$ cat config.mk
export PLATFORM = sky130hd
export DESIGN_NAME = satellite_signal_table_unit
export DESIGN_NICKNAME = d
export VERILOG_FILES = /design/src/design/sst_pkg.sv /design/src/design/sst_table_ram.sv /design/src/design/sst_key_cmp.sv /design/src/design/satellite_signal_table_unit.sv
export SDC_FILE = /design/constraint.sdc
export NUM_CORES = 2
export LEC_CHECK = 0
export BUFFER_PORTS_ARGS = -buffer_cell sky130_fd_sc_hd__buf_4
export CAP_MARGIN = 20
export CORE_UTILIZATION = 50
export CTS_CLUSTER_SIZE = 25
export DETAILED_ROUTE_END_ITERATION = 12
export GPL_TIMING_DRIVEN = 0
export PLACE_DENSITY = 0.66
export SYNTH_ARGS = -nofsm -noshare
export SYNTH_HDL_FRONTEND = slang
export SYNTH_SLANG_ARGS = --single-unit
$ cat constraint.sdc
create_clock -name clk_i -period 19.15 [get_ports clk_i]
set_input_delay 1.915 -clock clk_i [delete_from_list [all_inputs] [get_ports clk_i]]
set_output_delay 1.915 -clock clk_i [all_outputs]
set_load 0.05 [all_outputs]
$ cat src/design/sst_pkg.sv
// Shared types and constants of the satellite signal table.
// No dependencies; imported by the memory, the compare unit, the top level and the testbench.
`default_nettype none
package sst_pkg;

  localparam int unsigned DefTableDepth = 32;
  localparam logic [31:0] MAX_AGE_RST = 32'(20 * 1000);

  typedef enum logic [1:0] {
    OP_REPORT = 2'd0,
    OP_PURGE  = 2'd1,
    OP_READ   = 2'd2,
    OP_NONE   = 2'd3
  } op_e;

  typedef enum logic [1:0] {
    SORT_INSERT = 2'd0,
    SORT_ID     = 2'd1,
    SORT_SIGNAL = 2'd2,
    SORT_RSVD   = 2'd3
  } sort_e;

  typedef enum logic [0:0] {
    REG_MAX_AGE = 1'b0,
    REG_SORT    = 1'b1
  } reg_e;

  typedef enum logic [1:0] {
    ST_IDLE,
    ST_COMPACT,
    ST_SELECT,
    ST_OUT
  } state_e;

  typedef struct packed {
    logic [7:0]  id;
    logic [7:0]  sig;
    logic [31:0] stamp;
  } entry_t;

  typedef struct packed {
    logic match;
    logic aged;
    logic cand;
  } cmp_res_t;

endpackage
`default_nettype wire

$ cat src/design/sst_table_ram.sv
// Entry memory of the satellite signal table: one write and one registered read port.
// Depends on sst_pkg for the entry type.
`default_nettype none
module sst_table_ram
  import sst_pkg::*;
#(
  parameter int unsigned TableDepth = DefTableDepth,
  parameter int unsigned AddrW      = (TableDepth > 1) ? $clog2(TableDepth) : 1
) (
  input  wire logic             clk_i,
  input  wire logic             rd_en_i,
  input  wire logic [AddrW-1:0] rd_addr_i,
  output entry_t                rd_data_o,
  input  wire logic             wr_en_i,
  input  wire logic [AddrW-1:0] wr_addr_i,
  input  entry_t                wr_data_i
);

  entry_t mem_q [TableDepth];
  entry_t rd_data_q;

  always_ff @(posedge clk_i) begin
    if (wr_en_i) begin
      mem_q[wr_addr_i] <= wr_data_i;
    end
    if (rd_en_i) begin
      rd_data_q <= mem_q[rd_addr_i];
    end
  end

  assign rd_data_o = rd_data_q;

endmodule
`default_nettype wire

$ cat src/design/sst_key_cmp.sv
// Shared compare unit: identifier match, wrapped age test and sort key ranking.
// Depends on sst_pkg for the entry, sort and result types.
`default_nettype none
module sst_key_cmp
  import sst_pkg::*;
#(
  parameter int unsigned TableDepth = DefTableDepth,
  parameter int unsigned AddrW      = (TableDepth > 1) ? $clog2(TableDepth) : 1,
  parameter int unsigned KeyW       = 8 + AddrW
) (
  input  entry_t                entry_i,
  input  wire logic [AddrW-1:0] idx_i,
  input  sort_e                 sort_i,
  input  wire logic [7:0]       sid_i,
  input  wire logic [31:0]      now_i,
  input  wire logic [31:0]      max_age_i,
  input  wire logic             have_last_i,
  input  wire logic [KeyW-1:0]  last_key_i,
  input  wire logic             have_best_i,
  input  wire logic [KeyW-1:0]  best_key_i,
  output cmp_res_t              res_o,
  output logic [KeyW-1:0]       key_o
);

  logic [7:0]  prim;
  logic [31:0] age;

  always_comb begin
    unique case (sort_i)
      SORT_ID:     prim = entry_i.id;
      SORT_SIGNAL: prim = ~entry_i.sig;
      default:     prim = 8'd0;
    endcase
  end

  // The position breaks ties, so every key is unique and ties keep insertion order.
  assign key_o     = {prim, idx_i};
  assign age       = now_i - entry_i.stamp;
  assign res_o.aged  = age > max_age_i;
  assign res_o.match = entry_i.id == sid_i;
  assign res_o.cand  = (!have_last_i || key_o > last_key_i) &&
                       (!have_best_i || key_o < best_key_i);

endmodule
`default_nettype wire

$ cat src/design/satellite_signal_table_unit.sv
// Satellite signal table: a report or a purge makes one compaction pass through the entry
// memory at one entry a cycle. A readout emits n words for n stored entries, each found
// by a full scan through the shared compare unit and then handed over; an empty readout,
// or an unused operation, gives its single word in the cycle after it is taken.
// One item is taken at a time; config may be written only while idle.
// Depends on sst_pkg, sst_table_ram and sst_key_cmp.
`default_nettype none
module satellite_signal_table_unit
  import sst_pkg::*;
#(
  parameter int unsigned TABLE_DEPTH = DefTableDepth
) (
  input  wire logic        clk_i,
  input  wire logic        rst_ni,
  input  wire logic        cfg_we_i,
  input  wire logic [0:0]  cfg_addr_i,
  input  wire logic [31:0] cfg_wdata_i,
  input  wire logic        in_valid_i,
  output logic             in_ready_o,
  input  wire logic [1:0]  operation_i,
  input  wire logic [7:0]  sat_id_i,
  input  wire logic [7:0]  signal_i,
  input  wire logic [31:0] now_ms_i,
  output logic             out_valid_o,
  input  wire logic        out_ready_i,
  output logic             status_o,
  output logic             entry_valid_o,
  output logic [7:0]       entry_id_o,
  output logic [7:0]       entry_signal_o,
  output logic [5:0]       entry_count_o,
  output logic             last_of_run_o
);

  localparam int unsigned AddrW = (TABLE_DEPTH > 1) ? $clog2(TABLE_DEPTH) : 1;
  localparam int unsigned CntW  = $clog2(TABLE_DEPTH + 1);
  localparam int unsigned KeyW  = 8 + AddrW;

  state_e            state_q, state_d;
  logic [31:0]       max_age_q;
  sort_e             sort_q;
  logic [CntW-1:0]   count_q, count_d;
  logic [CntW-1:0]   rd_ptr_q, rd_ptr_d;
  logic [CntW-1:0]   wr_ptr_q, wr_ptr_d;
  logic [CntW-1:0]   emitted_q, emitted_d;
  logic              pend_q, pend_d;
  logic [AddrW-1:0]  pend_idx_q, pend_idx_d;
  logic              found_q, found_d;
  op_e               op_q, op_d;
  logic [7:0]        sid_q, sid_d;
  logic [7:0]        sig_q, sig_d;
  logic [31:0]       now_q, now_d;
  logic              have_last_q, have_last_d;
  logic [KeyW-1:0]   last_key_q, last_key_d;
  logic              have_best_q, have_best_d;
  logic [KeyW-1:0]   best_key_q, best_key_d;
  logic [7:0]        best_id_q, best_id_d;
  logic [7:0]        best_sig_q, best_sig_d;
  logic              out_valid_q, out_valid_d;
  logic              out_status_q, out_status_d;
  logic              out_evalid_q, out_evalid_d;
  logic [7:0]        out_id_q, out_id_d;
  logic [7:0]        out_sig_q, out_sig_d;
  logic              out_last_q, out_last_d;

  logic              rd_en, wr_en, drop;
  logic [AddrW-1:0]  wr_addr;
  entry_t            rd_data, wr_data;
  cmp_res_t          cmp_res;
  logic [KeyW-1:0]   cmp_key;

  sst_table_ram #(
    .TableDepth (TABLE_DEPTH),
    .AddrW      (AddrW)
  ) u_ram (
    .clk_i     (clk_i),
    .rd_en_i   (rd_en),
    .rd_addr_i (rd_ptr_q[AddrW-1:0]),
    .rd_data_o (rd_data),
    .wr_en_i   (wr_en),
    .wr_addr_i (wr_addr),
    .wr_data_i (wr_data)
  );

  sst_key_cmp #(
    .TableDepth (TABLE_DEPTH),
    .AddrW      (AddrW),
    .KeyW       (KeyW)
  ) u_cmp (
    .entry_i     (rd_data),
    .idx_i       (pend_idx_q),
    .sort_i      (sort_q),
    .sid_i       (sid_q),
    .now_i       (now_q),
    .max_age_i   (max_age_q),
    .have_last_i (have_last_q),
    .last_key_i  (last_key_q),
    .have_best_i (have_best_q),
    .best_key_i  (best_key_q),
    .res_o       (cmp_res),
    .key_o       (cmp_key)
  );

  always_ff @(posedge clk_i or negedge rst_ni) begin
    if (!rst_ni) begin
      max_age_q <= MAX_AGE_RST;
      sort_q    <= SORT_INSERT;
    end else if (cfg_we_i) begin
      unique case (reg_e'(cfg_addr_i))
        REG_MAX_AGE: max_age_q <= cfg_wdata_i;
        REG_SORT:    sort_q    <= sort_e'(cfg_wdata_i[1:0]);
        default:     max_age_q <= max_age_q;
      endcase
    end
  end

  always_ff @(posedge clk_i or negedge rst_ni) begin
    if (!rst_ni) begin
      state_q     <= ST_IDLE;
      count_q     <= '0;
      pend_q      <= 1'b0;
      out_valid_q <= 1'b0;
    end else begin
      state_q     <= state_d;
      count_q     <= count_d;
      pend_q      <= pend_d;
      out_valid_q <= out_valid_d;
    end
  end

  always_ff @(posedge clk_i) begin
    rd_ptr_q     <= rd_ptr_d;
    wr_ptr_q     <= wr_ptr_d;
    emitted_q    <= emitted_d;
    pend_idx_q   <= pend_idx_d;
    found_q      <= found_d;
    op_q         <= op_d;
    sid_q        <= sid_d;
    sig_q        <= sig_d;
    now_q        <= now_d;
    have_last_q  <= have_last_d;
    last_key_q   <= last_key_d;
    have_best_q  <= have_best_d;
    best_key_q   <= best_key_d;
    best_id_q    <= best_id_d;
    best_sig_q   <= best_sig_d;
    out_status_q <= out_status_d;
    out_evalid_q <= out_evalid_d;
    out_id_q     <= out_id_d;
    out_sig_q    <= out_sig_d;
    out_last_q   <= out_last_d;
  end

  always_comb begin
    state_d      = state_q;
    count_d      = count_q;
    rd_ptr_d     = rd_ptr_q;
    wr_ptr_d     = wr_ptr_q;
    emitted_d    = emitted_q;
    pend_d       = pend_q;
    pend_idx_d   = pend_idx_q;
    found_d      = found_q;
    op_d         = op_q;
    sid_d        = sid_q;
    sig_d        = sig_q;
    now_d        = now_q;
    have_last_d  = have_last_q;
    last_key_d   = last_key_q;
    have_best_d  = have_best_q;
    best_key_d   = best_key_q;
    best_id_d    = best_id_q;
    best_sig_d   = best_sig_q;
    out_valid_d  = out_valid_q;
    out_status_d = out_status_q;
    out_evalid_d = out_evalid_q;
    out_id_d     = out_id_q;
    out_sig_d    = out_sig_q;
    out_last_d   = out_last_q;
    in_ready_o   = 1'b0;
    rd_en        = 1'b0;
    wr_en        = 1'b0;
    wr_addr      = wr_ptr_q[AddrW-1:0];
    wr_data      = rd_data;
    drop         = 1'b0;

    unique case (state_q)
      ST_IDLE: begin
        in_ready_o = 1'b1;
        if (in_valid_i) begin
          op_d         = op_e'(operation_i);
          sid_d        = sat_id_i;
          sig_d        = signal_i;
          now_d        = now_ms_i;
          rd_ptr_d     = '0;
          wr_ptr_d     = '0;
          emitted_d    = '0;
          pend_d       = 1'b0;
          found_d      = 1'b0;
          have_last_d  = 1'b0;
          have_best_d  = 1'b0;
          out_status_d = 1'b0;
          out_evalid_d = 1'b0;
          out_id_d     = 8'd0;
          out_sig_d    = 8'd0;
          out_last_d   = 1'b1;
          unique case (op_e'(operation_i)) inside
            OP_REPORT, OP_PURGE: state_d = ST_COMPACT;
            OP_READ: begin
              if (count_q == '0) begin
                out_valid_d = 1'b1;
                state_d     = ST_OUT;
              end else begin
                state_d = ST_SELECT;
              end
            end
            default: begin
              out_valid_d = 1'b1;
              state_d     = ST_OUT;
            end
          endcase
        end
      end

      ST_COMPACT: begin
        // Entries stream from the read pointer to the write pointer, skipping dropped ones.
        pend_d = 1'b0;
        if (rd_ptr_q < count_q) begin
          rd_en    = 1'b1;
          rd_ptr_d = rd_ptr_q + 1'b1;
          pend_d   = 1'b1;
        end
        if (pend_q) begin
          if (op_q == OP_REPORT) begin
            if (cmp_res.match) begin
              found_d = 1'b1;
              wr_data = '{id: rd_data.id, sig: sig_q, stamp: now_q};
            end
            drop = cmp_res.match && (sig_q == 8'd0);
          end else begin
            drop = cmp_res.aged;
          end
          if (!drop) begin
            wr_en    = 1'b1;
            wr_ptr_d = wr_ptr_q + 1'b1;
          end
        end else if (rd_ptr_q == count_q) begin
          count_d = wr_ptr_q;
          if (op_q == OP_REPORT && !found_q) begin
            if (wr_ptr_q < CntW'(TABLE_DEPTH)) begin
              wr_en   = 1'b1;
              wr_data = '{id: sid_q, sig: sig_q, stamp: now_q};
              count_d = wr_ptr_q + 1'b1;
            end else begin
              out_status_d = 1'b1;
            end
          end
          out_valid_d = 1'b1;
          state_d     = ST_OUT;
        end
      end

      ST_SELECT: begin
        // One scan picks the smallest key above the one emitted last.
        pend_d = 1'b0;
        if (rd_ptr_q < count_q) begin
          rd_en      = 1'b1;
          rd_ptr_d   = rd_ptr_q + 1'b1;
          pend_d     = 1'b1;
          pend_idx_d = rd_ptr_q[AddrW-1:0];
        end
        if (pend_q) begin
          if (cmp_res.cand) begin
            have_best_d = 1'b1;
            best_key_d  = cmp_key;
            best_id_d   = rd_data.id;
            best_sig_d  = rd_data.sig;
          end
        end else if (rd_ptr_q == count_q) begin
          out_evalid_d = 1'b1;
          out_id_d     = best_id_q;
          out_sig_d    = best_sig_q;
          out_last_d   = (emitted_q + 1'b1) == count_q;
          emitted_d    = emitted_q + 1'b1;
          have_last_d  = 1'b1;
          last_key_d   = best_key_q;
          out_valid_d  = 1'b1;
          state_d      = ST_OUT;
        end
      end

      ST_OUT: begin
        if (out_ready_i) begin
          out_valid_d = 1'b0;
          if (out_last_q) begin
            state_d = ST_IDLE;
          end else begin
            rd_ptr_d    = '0;
            pend_d      = 1'b0;
            have_best_d = 1'b0;
            state_d     = ST_SELECT;
          end
        end
      end

      default: state_d = ST_IDLE;
    endcase
  end

  assign out_valid_o    = out_valid_q;
  assign status_o       = out_status_q;
  assign entry_valid_o  = out_evalid_q;
  assign entry_id_o     = out_id_q;
  assign entry_signal_o = out_sig_q;
  assign entry_count_o  = 6'(count_q);
  assign last_of_run_o  = out_last_q;

endmodule
`default_nettype wire

=== Yosys cells after proc, flatten, opt, wreduce, memory -nomap -nowiden ===
Memories as Yosys holds them, arrays and structs flattened. A register that Yosys moved wholly into a read port is not among the register bits.
Index checks and enable logic that the tools add are counted.

* Add/sub/neg operators: 4
* Multipliers: 0
* Div/mod/pow operators: 0
* $lt $le $gt $ge: 5
* Equal/unequal tests: 30
* Shift operators: 0
* Multiplexer cells: 78
* Bitwise logic cells: 3
* Reductions and logical operators: 34

{| class="wikitable"
|+ Operators by type and width
! kind !! count
|-
| $mux 48 || 5
|-
| $mux 40 || 2
|-
| $mux 6 || 10
|-
| $pmux 8 s2 || 3
|-
| $mux 8 || 5
|-
| $mux 1 || 35
|-
| $ne 2x2->1 const B || 17
|-
| $gt 32x32->1 || 1
|-
| $sub 32x32->32 || 1
|-
| $pmux 6 s2 || 2
|-
| $add 6x1->6 const B || 3
|-
| $pmux 6 s3 || 1
|-
| $reduce_and 6->1 || 3
|-
| $reduce_and 4->1 || 4
|-
| $gt 13x13->1 || 1
|-
| $lt 13x13->1 || 1
|-
| $eq 6x6->1 || 2
|-
| $reduce_and 3->1 || 4
|-
| $mux 2 || 5
|-
| $pmux 1 s2 || 5
|-
| $pmux 1 s3 || 3
|-
| $eq 2x2->1 const B || 4
|-
| $eq 8x8->1 || 1
|-
| $logic_not 8->1 || 1
|-
| other kinds (19) || 35
|}

* Register bits: 180
* Latch bits: 0
* Bits in writable memories: 1536
* ROM bits: 0
* Bits of input ports: 88
* Output and inout port bits: 27
* Memories kept: 1

{| class="wikitable"
|+ Memories
! name !! words !! bits a word !! rd ports !! clocked after memory_dff !! wr ports !! RTL line !! text
|-
| u_ram.mem_q || 32 || 48 || 1 || 1 || 1 || sst_table_ram.sv:19 || <nowiki>entry_t mem_q [TableDepth];</nowiki>
|}

=== Depth between registers and ports, before layout ===
* Depth after elaboration: 10
* Mapped depth: 21

=== Modules after synthesis ===
Synthesis repeated with hierarchy kept, for this count alone.

* Cells, all modules: 4326
* Area, all modules: 72244.3 um2

{| class="wikitable"
|+ Modules (own cells, without submodules)
! module !! times used !! cells each !! area each (um2) !! seq. area each (um2)
|-
| sst_table_ram || 1 || 3364 || 61205.0 || 47565.6
|-
| satellite_signal_table_unit || 1 || 455 || 7528.5 || 5191.2
|-
| sst_key_cmp || 1 || 507 || 3510.9 || 0.0
|}

=== Worst setup path after synthesis ===
Ideal clock, no wire load.

* Kind: reg-to-reg
* Start: register now_q[0]
* End: memory u_ram.mem_q[13][0] (netlist name), enable pin
* Arrival: 7707 ps
* Data required time: 18624 ps
* Path slack: 10917 ps
* Stages on the path, launching flop included: 21
* Path buffers: 1
* Period minus slack after synthesis: 8233 ps
* Cell sequence: edfxtp_1 inv_1 ha_1 inv_1 fa_1 a21oi_1 o22ai_1 o21ai_1 a21oi_1 o41ai_2 a21oi_2 or4_1 and4_1 ha_1 nand4_1 nor4_1 a21oi_1 o311ai_1 o2111ai_1 clkbuf_1 a211oi_1

* Cells in the longest elaborated chain, start to end: 10

{| class="wikitable"
|+ Ends and longest elaborated chain
! element !! RTL line !! text
|-
| start, declared || satellite_signal_table_unit.sv:51 || <nowiki>logic [31:0] now_q, now_d;</nowiki>
|-
| start signal, assigned || satellite_signal_table_unit.sv:139 || <nowiki>now_q <= now_d;</nowiki>
|-
| $sub 32x32->32 || sst_key_cmp.sv:38 || <nowiki>assign age = now_i - entry_i.stamp;</nowiki>
|-
| $gt 32x32->1 || sst_key_cmp.sv:39 || <nowiki>assign res_o.aged = age > max_age_i;</nowiki>
|-
| $mux 1 || satellite_signal_table_unit.sv:232 || <nowiki>if (op_q == OP_REPORT) begin</nowiki>
|-
| $mux 1 || satellite_signal_table_unit.sv:231 || <nowiki>if (pend_q) begin</nowiki>
|-
| $mux 1 || satellite_signal_table_unit.sv:185 || <nowiki>unique case (state_q)</nowiki>
|-
| $mux 1 || satellite_signal_table_unit.sv:241 || <nowiki>if (!drop) begin</nowiki>
|-
| $mux 1 || satellite_signal_table_unit.sv:231 ||
|-
| $mux 1 || satellite_signal_table_unit.sv:185 ||
|-
| $mux 1 || sst_table_ram.sv:23 || <nowiki>if (wr_en_i) begin</nowiki>
|-
| $mux 1 (implied by the code) || sst_table_ram.sv:24 || <nowiki>mem_q[wr_addr_i] <= wr_data_i;</nowiki>
|-
| end, declared || sst_table_ram.sv:19 ||
|}

Every way passes these cells. The select of a mux whose other input is x is not followed.

=== Final worst setup path ===
* Start: register now_q[0]
* End: memory u_ram.mem_q[17][17] (netlist name), enable pin

Same word-level chain as after synthesis.

==> flow_summary.ini <==
[outcome]
outcome = finished, final reports clean

[global_routing]
antenna_found_initial = 3
grt_util_all_layers = 0.268
grt_first_pass_wirelength_um = 265000
gr-total-overflow = 0
grt_pass1_vias = 36200
grt_max_degree = 45

[critical_path]
ff2ff_setup_slack_ns = 9.44
worst-path-buf-inv = 7
worst_path_max_delay_cell = o41ai_2
arrival_ns = 10.21
worst_path_largest_cell_delay_ns = 0.97
path_cells = inv_1 -> ha_1 -> inv_1 -> fa_1 -> a21oi_1 -> o22ai_1 -> o21ai_1 -> a21oi_1 -> o41ai_2 -> a21oi_2 -> or4_1 -> and4_1 -> ha_1 -> nand4_1 -> nor4_1 -> a21oi_1 -> o311ai_1 -> clkbuf_4 -> o2111ai_1 -> clkbuf_1 -> buf_8 -> a211oi_4 -> buf_8 -> buf_8
endpoint_kind = flip-flop
required_ns = 19.65
critPathMaxFanout = 11
critPathTopFamily = compound AO/OA/AOI/OAI gates
worstSetupPathType = reg -> reg
start_kind = flip-flop

[clock_tree]
holdBufCountCts = 0
clock_latency_ns = 0.82
cts_htree_levels = 4
numCtsBuffers = 179
clockBufferDepth = 3
post_cts.repair.setup_buffers = 0
cts_resized = 0
cts_tree = built
clock-root-buffer = clkbuf_16
clock_sinks = 1764
clk_pin_slew_ns = 0.06

[timing]
skew_ns = 0.0408
timing.hold.ws_ns = 0.448
worst_pin_slew_ns = 1.19
finalSetupTns_ns = 0
max_freq_ghz = 0.103
fin_crit_sh = 0.507
fin_crit_ns = 9.71
hold_violations = 0
rsz0062_at_grt = no
setup_viol = 0
relSlewSlack = 0.204
fin_ws_ns = 9.44
slew_viol_final = 0

[placed_design]
gp_congestion = 0.829
dpl_worst_slack_ns = 9.14
placed_area_um2 = 77400
dp_hpwl_um = 128000
port_buffers = 114
dp_cells = 5489

[power_and_ir_drop]
p_leak_nw = 27.2
ir_worst_vdd_mv = 0.157
powerDensity_nw_per_um2 = 158

[synth]
post_synth_instance_area_um2 = 70400
synth_fp_nets = 3502
synth_async_sr_flop_share = 0.0249
synth_edf_count = 1720
seq_area_frac_synth = 0.750
yosys.cell_types.count = 66
ys_ff_latch = 1764
ys.warnings.count = 0
syn_inst = 3306
avgSynthCellArea_um2 = 21.3
ys.flop_type = edfxtp_1

[detailed_routing]
num_vias = 36000
first_pass_iters = 5
avgViaCountPerCell = 6.18
drtAntennaViolNets = 0
top_layer = met5
drt-total-wl_um = 187000
met1_length_um = 74800
wl_met3_um = 19200
remaining_drc_errors = 0
wl_per_cell_um = 32.0
drt_iter0_markers = 4846
wl_met2_um = 88400

[cells_and_area]
regArea_um2 = 52800
final_cell_mix = edfxtp_1 (1720), mux4_2 (480), clkbuf_16 (185)
fin_cells = 5828
fin_nets = 4001
num-fill-cells = 9790
layout-area-overhead-vs-synth_pct = 18.4
design_area_um2 = 83400
multi_input_area_um2 = 17100
drive_above_1_share = 0.316
final_common_cell = edfxtp_1

[floorplan]
die_h_um = 377
dieArea_um2 = 142000
start_util = 0.504
die_width_um = 377
row_count = 137
ios = 115
fp.coreArea_um2 = 140000

[hold_path]
min_path_type = reg -> reg

[run]
maxCapViolCount = 0
==> layer usage <==
metal | GRT usage | vias to the layer above
met4 | 0.0694 | 2
met2 | 0.416 | 1922
li1 | - | 14700
met3 | 0.0682 | 253
met1 | 0.381 | 19200
met5 | 0 | -
==> final timing paths <==
kind	endpoint	depth (start not counted)	from
max in group asynchronous	max_age_q[22]	1	rst_ni
min	last_key_q[9]	0	best_key_q[9]
max	u_ram.mem_q[17][17]	24	now_q[0]
min reg2reg	last_key_q[9]	0	best_key_q[9]
min in group asynchronous	state_q[0]	1	rst_ni
max reg2reg	u_ram.mem_q[17][17]	24	now_q[0]
==> Yosys cell counts (3+ instances only) <==
| cell | count | area [um^2] |
|---|---|---|
| clkbuf_1 | 97 | 364 |
| o21ai_0 | 89 | 445 |
| nand2_1 | 107 | 402 |
| nand3b_1 | 7 | 52.6 |
| o21a_1 | 7 | 52.6 |
| nand3_1 | 24 | 120 |
| or3_1 | 5 | 31.3 |
| inv_1 | 120 | 450 |
| nand2b_1 | 15 | 93.8 |
| edfxtp_1 | 1720 | 51600 |
| dfstp_2 | 5 | 131 |
| dfrtp_1 | 39 | 976 |
| xnor2_1 | 31 | 272 |
| a21oi_1 | 63 | 315 |
| a211oi_1 | 34 | 255 |
| mux2_2 | 71 | 800 |
| a21o_1 | 27 | 203 |
| mux2i_1 | 3 | 30.0 |
| buf_1 | 10 | 37.5 |
| xor2_1 | 21 | 184 |
| buf_2 | 40 | 200 |
| mux4_2 | 480 | 10800 |
| nor2b_1 | 16 | 100 |
| nor3_1 | 9 | 45.0 |
| o2111ai_1 | 3 | 26.3 |
| a21boi_0 | 5 | 37.5 |
| and4_1 | 6 | 52.6 |
| o22ai_1 | 4 | 25.0 |
| nor4_1 | 8 | 50.1 |
| and3_1 | 6 | 37.5 |
| nor2_1 | 43 | 161 |
| a221oi_1 | 3 | 26.3 |
| nand4_1 | 10 | 62.6 |
| and2_1 | 28 | 175 |
| ha_1 | 107 | 1340 |
| a31oi_1 | 5 | 31.3 |
==> per-stage QoR <==
stage | util | total power, W
finish | 0.597 | 0.0131
CTS | 0.596 | 0.0131
global route | 0.597 | 0.0136
detailed placement | 0.555 | 0.00968
floorplan | - | 0.00801
global placement | 0.527 | 0.00941
==> cell families (layout without fill, tap and decap cells) <==
| logic type | after synthesis | after routing | share of synthesized area |
|---|---|---|---|
| AO/OA/AOI/OAI | 266 | 266 | 0.0234 |
| flip-flops | 1764 | 1764 | 0.750 |
| adder cells (fa/ha/maj) | 108 | 108 | 0.0193 |
| AND/OR/NAND/NOR | 292 | 292 | 0.0205 |
| multiplexers | 554 | 554 | 0.165 |
| buffers and inverters | 270 | 914 | 0.0153 |
| other | 0 | 2 | 0 |
| XOR/XNOR | 52 | 52 | 0.00647 |
==> worst register-to-register path, delay by kind of cell (launching register included) <==
kind,cells,cell delay (ns)
adder cells (fa/ha/maj),3,0.87
AND/OR/NAND/NOR,4,1.93
AO/OA/AOI/OAI,10,4.58
buffers and inverters,7,1.54
flip-flops,1,0.50
==> cell type report <==
cell class,instances,share of cell area
diodes,2,0.0000600
plain buffers,149,0.00744
clock buffers,220,0.0572
clock inverters,106,0.0126
inverters,121,0.00545
multi-input cells,1272,0.205
flip-flops and latches,1764,0.633
well taps,1876,0.0282
repair buffers,318,0.0514
==> state kept, by name, summed over array words and instances, names as in the netlist, 2 cells and up <==
register	cells
best_id_q	8
best_key_q	13
best_sig_q	8
emitted_q	6
entry_count_o	6
entry_id_o	8
entry_signal_o	8
last_key_q	13
max_age_q	32
now_q	32
op_q	2
pend_idx_q	5
rd_ptr_q	6
sid_q	8
sig_q	8
sort_q	2
state_q	2
u_ram.mem_q	1536
u_ram.rd_data_o	48
wr_ptr_q	6
==> report_power, final <==
| part | internal [W] | leakage, nW | switching (W) |
|---|---|---|---|
| sequential | 0.00505 | 16.1 | 0.000129 |
| clock | 0.00201 | 2.85 | 0.00147 |
| combinational | 0.00181 | 8.33 | 0.00266 |
Note: power is estimated with default switching activity, not from simulation.
